--- src/nvds_pkg.sv ---
// nvds_pkg: shared types and constants of the nearest valid depth search block
// beat layouts, configuration register map and reset values; no dependencies
`timescale 1ns / 1ps
`default_nettype none

package nvds_pkg;

  // field widths fixed by the block's interface
  localparam int unsigned ColW   = 10;
  localparam int unsigned RowW   = 9;
  localparam int unsigned FieldW = 16;
  localparam int unsigned StepW  = 6;
  localparam int unsigned ColsW  = 11;
  localparam int unsigned RowsW  = 10;
  localparam int unsigned CfgIdxW  = 2;
  localparam int unsigned CfgDataW = 11;

  // action codes
  localparam logic ACT_WRITE = 1'b0;
  localparam logic ACT_QUERY = 1'b1;

  // configuration register indexes
  localparam logic [CfgIdxW-1:0] REG_SEARCH_STEP = 2'd0;
  localparam logic [CfgIdxW-1:0] REG_IMAGE_COLS  = 2'd1;
  localparam logic [CfgIdxW-1:0] REG_IMAGE_ROWS  = 2'd2;

  // configuration reset values
  localparam logic [StepW-1:0] SEARCH_STEP_RST = 6'd1;
  localparam logic [ColsW-1:0] IMAGE_COLS_RST  = 11'd640;
  localparam logic [RowsW-1:0] IMAGE_ROWS_RST  = 10'd480;

  // input beat
  typedef struct packed {
    logic                     action;
    logic [ColW-1:0]          col;
    logic [RowW-1:0]          row;
    logic signed [FieldW-1:0] point_x;
    logic signed [FieldW-1:0] point_y;
    logic signed [FieldW-1:0] point_z;
  } nvds_in_t;

  // result beat
  typedef struct packed {
    logic signed [FieldW-1:0] depth_x;
    logic signed [FieldW-1:0] depth_y;
    logic signed [FieldW-1:0] depth_z;
    logic                     found;
  } nvds_out_t;

  // search geometry handed to the ring sequencer
  typedef struct packed {
    logic [StepW-1:0] step;
    logic [ColsW-1:0] cols;
    logic [RowsW-1:0] rows;
  } nvds_geom_t;

  // ring sequencer status for the current probe
  typedef struct packed {
    logic more;
    logic hit;
  } nvds_probe_t;

endpackage

`default_nettype wire

--- src/nvds_ring_seq.sv ---
// nvds_ring_seq: ring walker that yields one probe position and store address a cycle while advanced
// depends on nvds_pkg
`timescale 1ns / 1ps
`default_nettype none

module nvds_ring_seq import nvds_pkg::*; #(
  parameter int unsigned MAX_COLS     = 1024,
  parameter int unsigned MAX_ROWS     = 512,
  parameter int unsigned RADIUS_LIMIT = 50,
  parameter int unsigned AW           = 19
) (
  input  wire logic             clk_i,
  input  wire logic             rst_ni,
  input  wire logic             init_i,
  input  wire logic             adv_i,
  input  wire nvds_geom_t       geom_i,
  input  wire logic [RowW-1:0]  cen_row_i,
  input  wire logic [ColW-1:0]  cen_col_i,
  output nvds_probe_t           probe_o,
  output logic      [AW-1:0]    addr_o
);

  localparam int unsigned RadW = (RADIUS_LIMIT > 2) ? $clog2(RADIUS_LIMIT) : 1;
  localparam int unsigned NW   = ((RadW > StepW) ? RadW : StepW) + 1;
  localparam int unsigned KW   = NW + 1;
  localparam int unsigned PW   = ((KW > 11) ? KW : 11) + 1;
  localparam logic signed [KW-1:0] KOne = KW'(1);
  localparam logic [NW-1:0] Limit = NW'(RADIUS_LIMIT);

  typedef enum logic [1:0] {
    PH_TOP,
    PH_BOT,
    PH_RIGHT,
    PH_LEFT
  } phase_e;

  phase_e                 phase_q, phase_d;
  logic [RadW-1:0]        rad_q, rad_d;
  logic signed [KW-1:0]   k_q, k_d;
  logic                   more_q, more_d;

  logic signed [KW-1:0]   step_k, rad_k, neg_rad, k_dec, k_wall;
  logic [NW-1:0]          rad_next, step_n;
  logic signed [KW-1:0]   dr, dc;
  logic signed [PW-1:0]   pr, pc;
  logic                   hit;

  assign step_k  = $signed({{(KW-StepW){1'b0}}, geom_i.step});
  assign step_n  = NW'(geom_i.step);
  assign rad_k   = $signed({{(KW-RadW){1'b0}}, rad_q});
  assign neg_rad = -rad_k;
  assign k_dec   = k_q - step_k;
  assign k_wall  = rad_k - KOne;
  assign rad_next = NW'(rad_q) + step_n;

  // walk order: top and bottom rows right to left, then right and left walls upward
  always_comb begin
    phase_d = phase_q;
    rad_d   = rad_q;
    k_d     = k_q;
    more_d  = more_q;
    if (init_i) begin
      phase_d = PH_TOP;
      rad_d   = RadW'(geom_i.step);
      k_d     = step_k;
      more_d  = (step_n < Limit);
    end else if (adv_i && more_q) begin
      unique case (phase_q)
        PH_TOP: begin
          phase_d = PH_BOT;
        end
        PH_BOT: begin
          if (k_dec > neg_rad) begin
            phase_d = PH_TOP;
            k_d     = k_dec;
          end else if (k_wall > neg_rad + KOne) begin
            phase_d = PH_RIGHT;
            k_d     = k_wall;
          end else begin
            phase_d = PH_TOP;
            rad_d   = RadW'(rad_next);
            k_d     = KW'(rad_next);
            more_d  = (rad_next < Limit);
          end
        end
        PH_RIGHT: begin
          phase_d = PH_LEFT;
        end
        PH_LEFT: begin
          if (k_dec > neg_rad + KOne) begin
            phase_d = PH_RIGHT;
            k_d     = k_dec;
          end else begin
            phase_d = PH_TOP;
            rad_d   = RadW'(rad_next);
            k_d     = KW'(rad_next);
            more_d  = (rad_next < Limit);
          end
        end
        default: begin
          phase_d = PH_TOP;
        end
      endcase
    end
  end

  always_ff @(posedge clk_i or negedge rst_ni) begin
    if (!rst_ni) begin
      phase_q <= PH_TOP;
      rad_q   <= '0;
      k_q     <= '0;
      more_q  <= 1'b0;
    end else begin
      phase_q <= phase_d;
      rad_q   <= rad_d;
      k_q     <= k_d;
      more_q  <= more_d;
    end
  end

  // offsets of the current probe from the centre
  always_comb begin
    unique case (phase_q)
      PH_TOP: begin
        dr = neg_rad;
        dc = k_q;
      end
      PH_BOT: begin
        dr = rad_k;
        dc = k_q;
      end
      PH_RIGHT: begin
        dr = k_q;
        dc = rad_k;
      end
      default: begin
        dr = k_q;
        dc = neg_rad;
      end
    endcase
  end

  // probe position, bounds check and store address
  assign pr  = $signed({{(PW-RowW){1'b0}}, cen_row_i}) + PW'(dr);
  assign pc  = $signed({{(PW-ColW){1'b0}}, cen_col_i}) + PW'(dc);
  assign hit = !pr[PW-1] && !pc[PW-1] &&
               (pr < $signed({{(PW-RowsW){1'b0}}, geom_i.rows})) &&
               (pc < $signed({{(PW-ColsW){1'b0}}, geom_i.cols}));

  assign addr_o       = AW'(int'(pr[RowsW-1:0]) * MAX_COLS + int'(pc[ColsW-1:0]));
  assign probe_o.more = more_q;
  assign probe_o.hit  = hit;

endmodule

`default_nettype wire

--- config.mk ---
export PLATFORM = sky130hd
export DESIGN_NAME = nvds_ring_seq
export DESIGN_NICKNAME = d
export VERILOG_FILES = /design/src/nvds_pkg.sv /design/src/nvds_ring_seq.sv
export SDC_FILE = /design/constraint.sdc
export NUM_CORES = 1
export LEC_CHECK = 0
export BUFFER_PORTS_ARGS = -buffer_cell sky130_fd_sc_hd__buf_2
export CELL_PAD_IN_SITES_DETAIL_PLACEMENT = 1
export CELL_PAD_IN_SITES_GLOBAL_PLACEMENT = 1
export CORE_AREA = 2 2 107 109
export CTS_CLUSTER_DIAMETER = 50
export DETAILED_ROUTE_END_ITERATION = 12
export DIE_AREA = 0 0 109 111
export PLACE_DENSITY_LB_ADDON = 0.25
export SLEW_MARGIN = 20
export SYNTH_ARGS = -nofsm -noshare
export SYNTH_HDL_FRONTEND = slang
export SYNTH_SLANG_ARGS = --single-unit
--- constraint.sdc ---
create_clock -name clk_i -period 4.1 [get_ports clk_i]
set_clock_uncertainty 0.15 [all_clocks]
set_input_delay 0.205 -clock clk_i [delete_from_list [all_inputs] [get_ports clk_i]]
set_output_delay 0.205 -clock clk_i [all_outputs]
set_load 0.03 [all_outputs]
==> results of run 1 <==
[routing by layer]
layer  global-route usage, %  share of wire [%]  up-vias
met4                   5.897                2.6        0
met5                       0                  0        -
met3                   2.587                4.2       33
met2                   44.72                 53      132
met1                   28.07                 40     2175
li1                        -                  -     2171
[power breakdown]
group          total (mW)  switching [mW]  internal, mW
logic                2.08            1.12         0.951
clock network       0.209          0.0763         0.133
registers           0.211          0.0262         0.184
[worst max-delay path, stage by stage, from the launching register on]
cell	delay [ns]
dfrtp_1	0.42
inv_4	0.07
ha_4	0.26
buf_4	0.11
mux2i_1	0.06
o21ai_1	0.28
inv_1	0.11
fa_1	0.42
nand3b_1	0.19
a21oi_1	0.25
nor2_2	0.09
xnor2_2	0.15
ha_1	0.32
a21o_1	0.20
a211oi_2	0.22
o21ai_1	0.10
o211ai_1	0.09
and4_1	0.22
buf_6	0.13
[timing repair]
action	4_1_cts	5_1_grt
hold buffers	1	0
setup endpoints to repair	18	24
setup buffers	6	11
resized for setup	37	61
gates cloned	0	0
endpoints found under the hold margin	17	0
pin swaps	14	30
[final timing paths]
| check | start | to | slack [ns] | cells past startpoint |
|---|---|---|---|---|
| min in group asynchronous | rst_ni | k_q[1] | 0.27 | 2 |
| hold / removal | adv_i | phase_q[0] | 0.18 | 4 |
| hold reg to reg | more_q | more_q | 0.45 | 1 |
| setup / recovery | rad_q[0] | probe_o[0] | -0.22 | 18 |
| max in group asynchronous | rst_ni | rad_q[1] | 3.19 | 2 |
| setup reg to reg | k_q[1] | rad_q[0] | -0.08 | 14 |
[final cells by class]
type                    count  area [um2]  share of cell area (%)
repair buffers            153        1023                   17.56
flip-flops and latches     17       429.2                   7.364
multi-input cells         433        3901                   66.94
well taps                 143       178.9                   3.070
clock buffers               4       78.83                   1.353
inverters                  57       216.5                   3.714
[Yosys cell counts, types with 5 or more instances]
master | instances | area (um2)
xnor2_1 | 32 | 280.3
mux2i_1 | 13 | 130.1
nor4_1 | 5 | 31.28
nor2_1 | 33 | 123.9
inv_1 | 57 | 214.0
dfrtp_1 | 17 | 425.4
xor2_1 | 20 | 175.2
a211oi_1 | 6 | 45.04
nand3_1 | 13 | 65.06
ha_1 | 82 | 1026
nand2_1 | 26 | 97.59
nor3_1 | 6 | 30.03
and2_1 | 5 | 31.28
o21a_1 | 5 | 37.54
a21oi_1 | 40 | 200.2
nand2b_1 | 9 | 56.30
mux2_2 | 11 | 123.9
o21ai_0 | 29 | 145.1
a21o_1 | 7 | 52.55
nor2b_1 | 9 | 56.30
clkbuf_1 | 8 | 30.03
[sequential cells by signal, indices dropped and copies added, names as in the netlist]
name	flops
rad_q	6
phase_q	2
more_q	1
k_q	8
[stage by stage]
step / hold slack [ns] / instances / utilization [%] / power [mW] / setup TNS, ns
6_report: 0.1823 / 807 / 52.61 / 2.495 / -0.9566
5_1_grt: 0.2192 / 807 / 52.61 / 2.694 / -3.863
4_1_cts: 0.1867 / 796 / 49.34 / 2.255 / -0.6882
3_5_place_dp: 0.01776 / 785 / 46.96 / 1.957 / -1.816
3_3_place_gp: 0.01132 / 785 / 46.96 / 1.884 / -0.3373
2_1_floorplan: -0.2406 / 524 / - / 1.417 / 0
[logic make-up after synthesis]
group / Yosys count / share of synthesized area [%]
AO/OA/AOI/OAI: 143 / 23.29
multiplexers: 24 / 6.092
AND/OR/NAND/NOR: 128 / 15.91
XOR/XNOR: 52 / 10.92
flip-flops: 17 / 10.20
buffers and inverters: 74 / 7.053
adder cells (fa/ha/maj): 86 / 26.53
==> results.py, run 1 <==
metrics = {
    "cells_and_area": {
        "drive_above_1_share_pct": 36.75,
        "fin_area_um2": 5828,
        "area_growth_pct": 39.80,
        "final_cell_mix": "buf_4 (82), ha_1 (74), buf_2 (63)",
        "nets": 801,
        "antenna_cells": 0,
        "layout_commonest_cell": "buf_4",
        "n_fill_cell": 1362,
    },
    "placed_design": {
        "portBuffers": 70,
        "gp_congestion": 0.9154,
        "dp_hpwl_mm": 12.04,
        "dp_slack_ns": -0.3601,
        "dpl_cell_area_um2": 5201,
    },
    "floorplan": {
        "die_w_um": 109,
        "coreArea_um2": 11080,
        "io_pins": 71,
        "die_h_um": 111,
        "dieArea_um2": 12100,
        "start_util_pct": 37.64,
        "row_count": 39,
    },
    "logic_synthesis": {
        "async_flop_share_pct": 100.0,
        "syn_nets": 660,
        "avgSynthCellArea_um2": 7.956,
        "synth_area_um2": 4169,
        "yosysWarnings": 0,
        "yosysSeqAreaShare_pct": 10.20,
        "synthFlopType": "dfrtp_1",
        "ys_ff_latch": 17,
        "netlist_instances": 524,
        "yosys.cell_types.count": 65,
        "synth_edf_count": 0,
    },
    "outcome": {
        "status": "finished with violations",
        "violations": "setup timing",
    },
    "global_routing": {
        "grt_usage_pct": 23.80,
        "grt_max_degree": 20,
        "grt_pass1_vias": 4691,
        "antenna_found_initial": 0,
        "grt_pass1_wl_mm": 22.91,
        "overflow": 0,
    },
    "sta": {
        "setup_violations": 12,
        "min_period_over_period_pct": 105.4,
        "fmax_mhz": 231.4,
        "fin_ws_ns": -0.2223,
        "rsz0062_at_grt": "yes",
        "relSlewSlack_pct": 15.65,
        "hold_violations": 0,
        "drv_slew": 0,
        "worst_pin_slew_ns": 1.256,
        "finalCriticalPeriod_ns": 4.322,
    },
    "clock_network": {
        "numClockSinks": 17,
        "cts_buffers": 3,
        "clock-root-buffer": "clkbuf_16",
        "clk_pin_slew_ns": 0.05,
        "ctsHtreeMaxLevel": 1,
        "clk_latency_ns": 0.26,
        "clock_path_buffers": 2,
        "cts_tree": "built",
    },
    "job": {
        "timing.max_cap.violations": 0,
    },
    "power": {
        "vdd_drop_max_mv": 0.3345,
        "p_leak_nw": 2.837,
        "p_per_area_nw_per_um2": 428.2,
    },
    "detailed_routing": {
        "vias": 4511,
        "wl_mm": 15.13,
        "drtIter0Drc": 165,
        "routedWlPerCell_um": 18.74,
        "first_pass_iters": 4,
        "avgViaCountPerCell": 5.590,
        "drc": 0,
        "postRouteAntennaNets": 0,
    },
    "worst_setup_path": {
        "crit_path_start_kind": "flop",
        "cp-end-kind": "output pin",
        "critPathMaxFanout": 3,
        "path_class": "reg2out",
        "arrival_ns": 3.97,
        "cp_data_required_time_ns": 3.74,
    },
    "min_path": {
        "hold_class": "in2reg",
    },
}
Power figures use the tool's default switching activity.
==> inputs of run 2 (changes only) <==
TNS_END_PERCENT = 10   (was default)
==> run 2 against run 1 <==
  * The flow still finishes with violations (setup timing)
  * Worst setup slack better by 0.0097 ns
  * First-iteration DRC count is 8.5% lower
  * Combinational power is 10% lower
  * Critical endpoint unchanged
  * Via count is 2.6% lower
  * Largest power group unchanged
  * Sequential share of layout area is 0.37 points higher
  * Register-to-register slack better by 0.03 ns
  * Clock-buffer cell count stayed put
  * Power is 8.3% lower
  * Global-route usage is 0.23 points lower
  * Maximum frequency is 0.22% higher
  * Highest routed layer unchanged
==> results.py, run 2 (synthesized netlist as in run 1, its figures left out) <==
metrics = {
    "clock_network": {
        "clock-root-buffer": "clkbuf_16",
        "numClockSinks": 17,
        "clk_latency_ns": 0.25,
        "cts_buffers": 3,
        "cts_tree": "built",
        "ctsHtreeMaxLevel": 1,
        "clk_pin_slew_ns": 0.05,
        "clock_path_buffers": 2,
    },
    "detailed_routing": {
        "avgViaCountPerCell": 5.501,
        "wl_mm": 14.32,
        "drc": 0,
        "postRouteAntennaNets": 0,
        "drtIter0Drc": 151,
        "routedWlPerCell_um": 17.92,
        "first_pass_iters": 4,
        "vias": 4395,
    },
    "worst_setup_path": {
        "critPathMaxFanout": 5,
        "max_stage_delay_ns": 0.42,
        "cp_data_required_time_ns": 3.74,
        "critPathBufInv": 4,
        "critical_path.top_delay_family": "simple AND/OR/NAND/NOR gates",
        "cp_cell_sequence": "buf_6 > nor3_4 > buf_4 > nor2_1 > xor2_1 > mux2_2 > ha_1 > a211oi_2 > a21oi_1 > buf_4 > nor4_1 > nor2_1 > xnor2_1 > ha_1 > a211oi_2 > o21ai_1 > o211ai_1 > and4_1 > buf_6",
        "crit_path_start_kind": "flop",
        "path_class": "reg2out",
        "r2r_slack_ns": -0.05,
        "arrival_ns": 3.96,
        "slowest_stage": "dfrtp_1",
        "cp-end-kind": "output pin",
    },
    "global_routing": {
        "grt_pass1_wl_mm": 22.67,
        "grt_pass1_vias": 4661,
        "overflow": 0,
        "antenna_found_initial": 0,
        "grt_usage_pct": 23.57,
        "grt_max_degree": 20,
    },
    "sta": {
        "worst_pin_slew_ns": 0.9621,
        "finalCriticalPeriod_ns": 4.313,
        "setup_violations": 11,
        "min_period_over_period_pct": 105.2,
        "fmax_mhz": 231.9,
        "drv_slew": 0,
        "rsz0062_at_grt": "yes",
        "hold_violations": 0,
        "fin_tns_setup_ns": -0.8257,
        "fin_hold_ws_ns": 0.1824,
        "relSlewSlack_pct": 35.37,
        "fin_ws_ns": -0.2126,
    },
    "cells_and_area": {
        "antenna_cells": 0,
        "area_growth_pct": 33.16,
        "final_cell_mix": "ha_1 (78), buf_4 (76), buf_2 (63)",
        "largest_reg_flops": 8,
        "reg.largest.list": "k_q: 8 flops, rad_q: 6 flops, phase_q: 2 flops",
        "layout_commonest_cell": "ha_1",
        "utilization_pct": 50.12,
        "drive_above_1_share_pct": 32.62,
        "instances_no_fill": 799,
        "regMostFlops": "k_q",
        "fin_area_um2": 5552,
        "n_fill_cell": 1398,
        "nets": 793,
    },
    "floorplan": {
        "die_h_um": 111,
        "row_count": 39,
        "start_util_pct": 37.64,
        "coreArea_um2": 11080,
        "die_w_um": 109,
        "dieArea_um2": 12100,
        "io_pins": 71,
    },
    "power": {
        "power_switching_mw": 1.137,
        "power.total_mw": 2.288,
        "p_sw_share_pct": 49.72,
        "seqPwrFrac_pct": 9.1,
        "p_per_area_nw_per_um2": 412.1,
        "p_leak_nw": 2.739,
        "clock_power_share_pct": 9.0,
        "power_frac_comb_pct": 81.9,
        "internal-power_mw": 1.150,
        "vdd_drop_max_mv": 0.3342,
    },
    "placed_design": {
        "dpl_cell_area_um2": 5201,
        "portBuffers": 70,
        "gp_congestion": 0.9154,
        "dp_hpwl_mm": 12.04,
        "place_inst": 785,
        "dp_slack_ns": -0.3601,
    },
    "outcome": {
        "violations": "setup timing",
        "status": "finished with violations",
    },
    "min_path": {
        "hold_class": "in2reg",
    },
    "job": {
        "timing.max_cap.violations": 0,
    },
}
run 2: cell count changes in the layout (fill, tap and decap cells not counted), moves of 3 or more:
cell,delta
mux2_2,+3
o21ai_0,+5
ha_4,-3
xnor2_1,+3
o21ai_1,-3
ha_1,+4
mux2_4,-3
buf_4,-6
run 2: what timing repair did:
action                                  CTS  global route
pin swaps                                 8            17
buffers inserted                          4             5
hold buffers                              1             0
resized for setup                        30            28
endpoints found under the setup margin   18            24
hold endpoints to repair                 17             0
gates cloned                              0             0
run 2: final timing paths:
kind / from / to / cells after the start
worst max-delay path: rad_q[0] / probe_o[0] / 19
worst min-delay path: adv_i / phase_q[0] / 4
worst max register to register: k_q[1] / k_q[2] / 17
worst min register to register: more_q / more_q / 1
max in group asynchronous: rst_ni / rad_q[1] / 2
min in group asynchronous: rst_ni / k_q[1] / 2
run 2: final cells by class:
type                            instances  area, um2  share of cell area, %
Clock buffer                            4      78.83                  1.420
Inverter                               57      216.5                  3.899
Multi-Input combinational cell        433       3696                  66.58
Sequential cell                        17      429.2                  7.730
Tap cell                              143      178.9                  3.223
Timing Repair Buffer                  145      952.2                  17.15
run 2: power groups by stage:
stage | combinational, mW | clock [mW] | sequential (mW)
after CTS | 1.81 | 0.207 | 0.208
after global placement | 1.67 | 0 | 0.209
after global routing | 2.06 | 0.214 | 0.211
final | 1.87 | 0.205 | 0.209
after detailed placement | 1.75 | 0 | 0.211
after floorplan | 1.22 | 0 | 0.201
run 2: per-layer routing:
metal / global-route usage (%) / vias to the layer above / part of all wire (%)
li1: - / 2154 / -
met5: 0 / - / 0
met2: 44.55 / 106 / 53
met1: 27.99 / 2106 / 41
met4: 5.299 / 0 / 2.3
met3: 2.234 / 29 / 4.1
run 2: worst reg2reg max path: cells and delay by family (launching register included):
| family | cells | cell delay (ns) |
|---|---|---|
| xor+xnor | 1 | 0.15 |
| simple gates | 4 | 0.71 |
| fa+ha+maj | 2 | 0.57 |
| compound gates | 7 | 1.54 |
| flops | 1 | 0.38 |
| buf+inv | 3 | 0.48 |
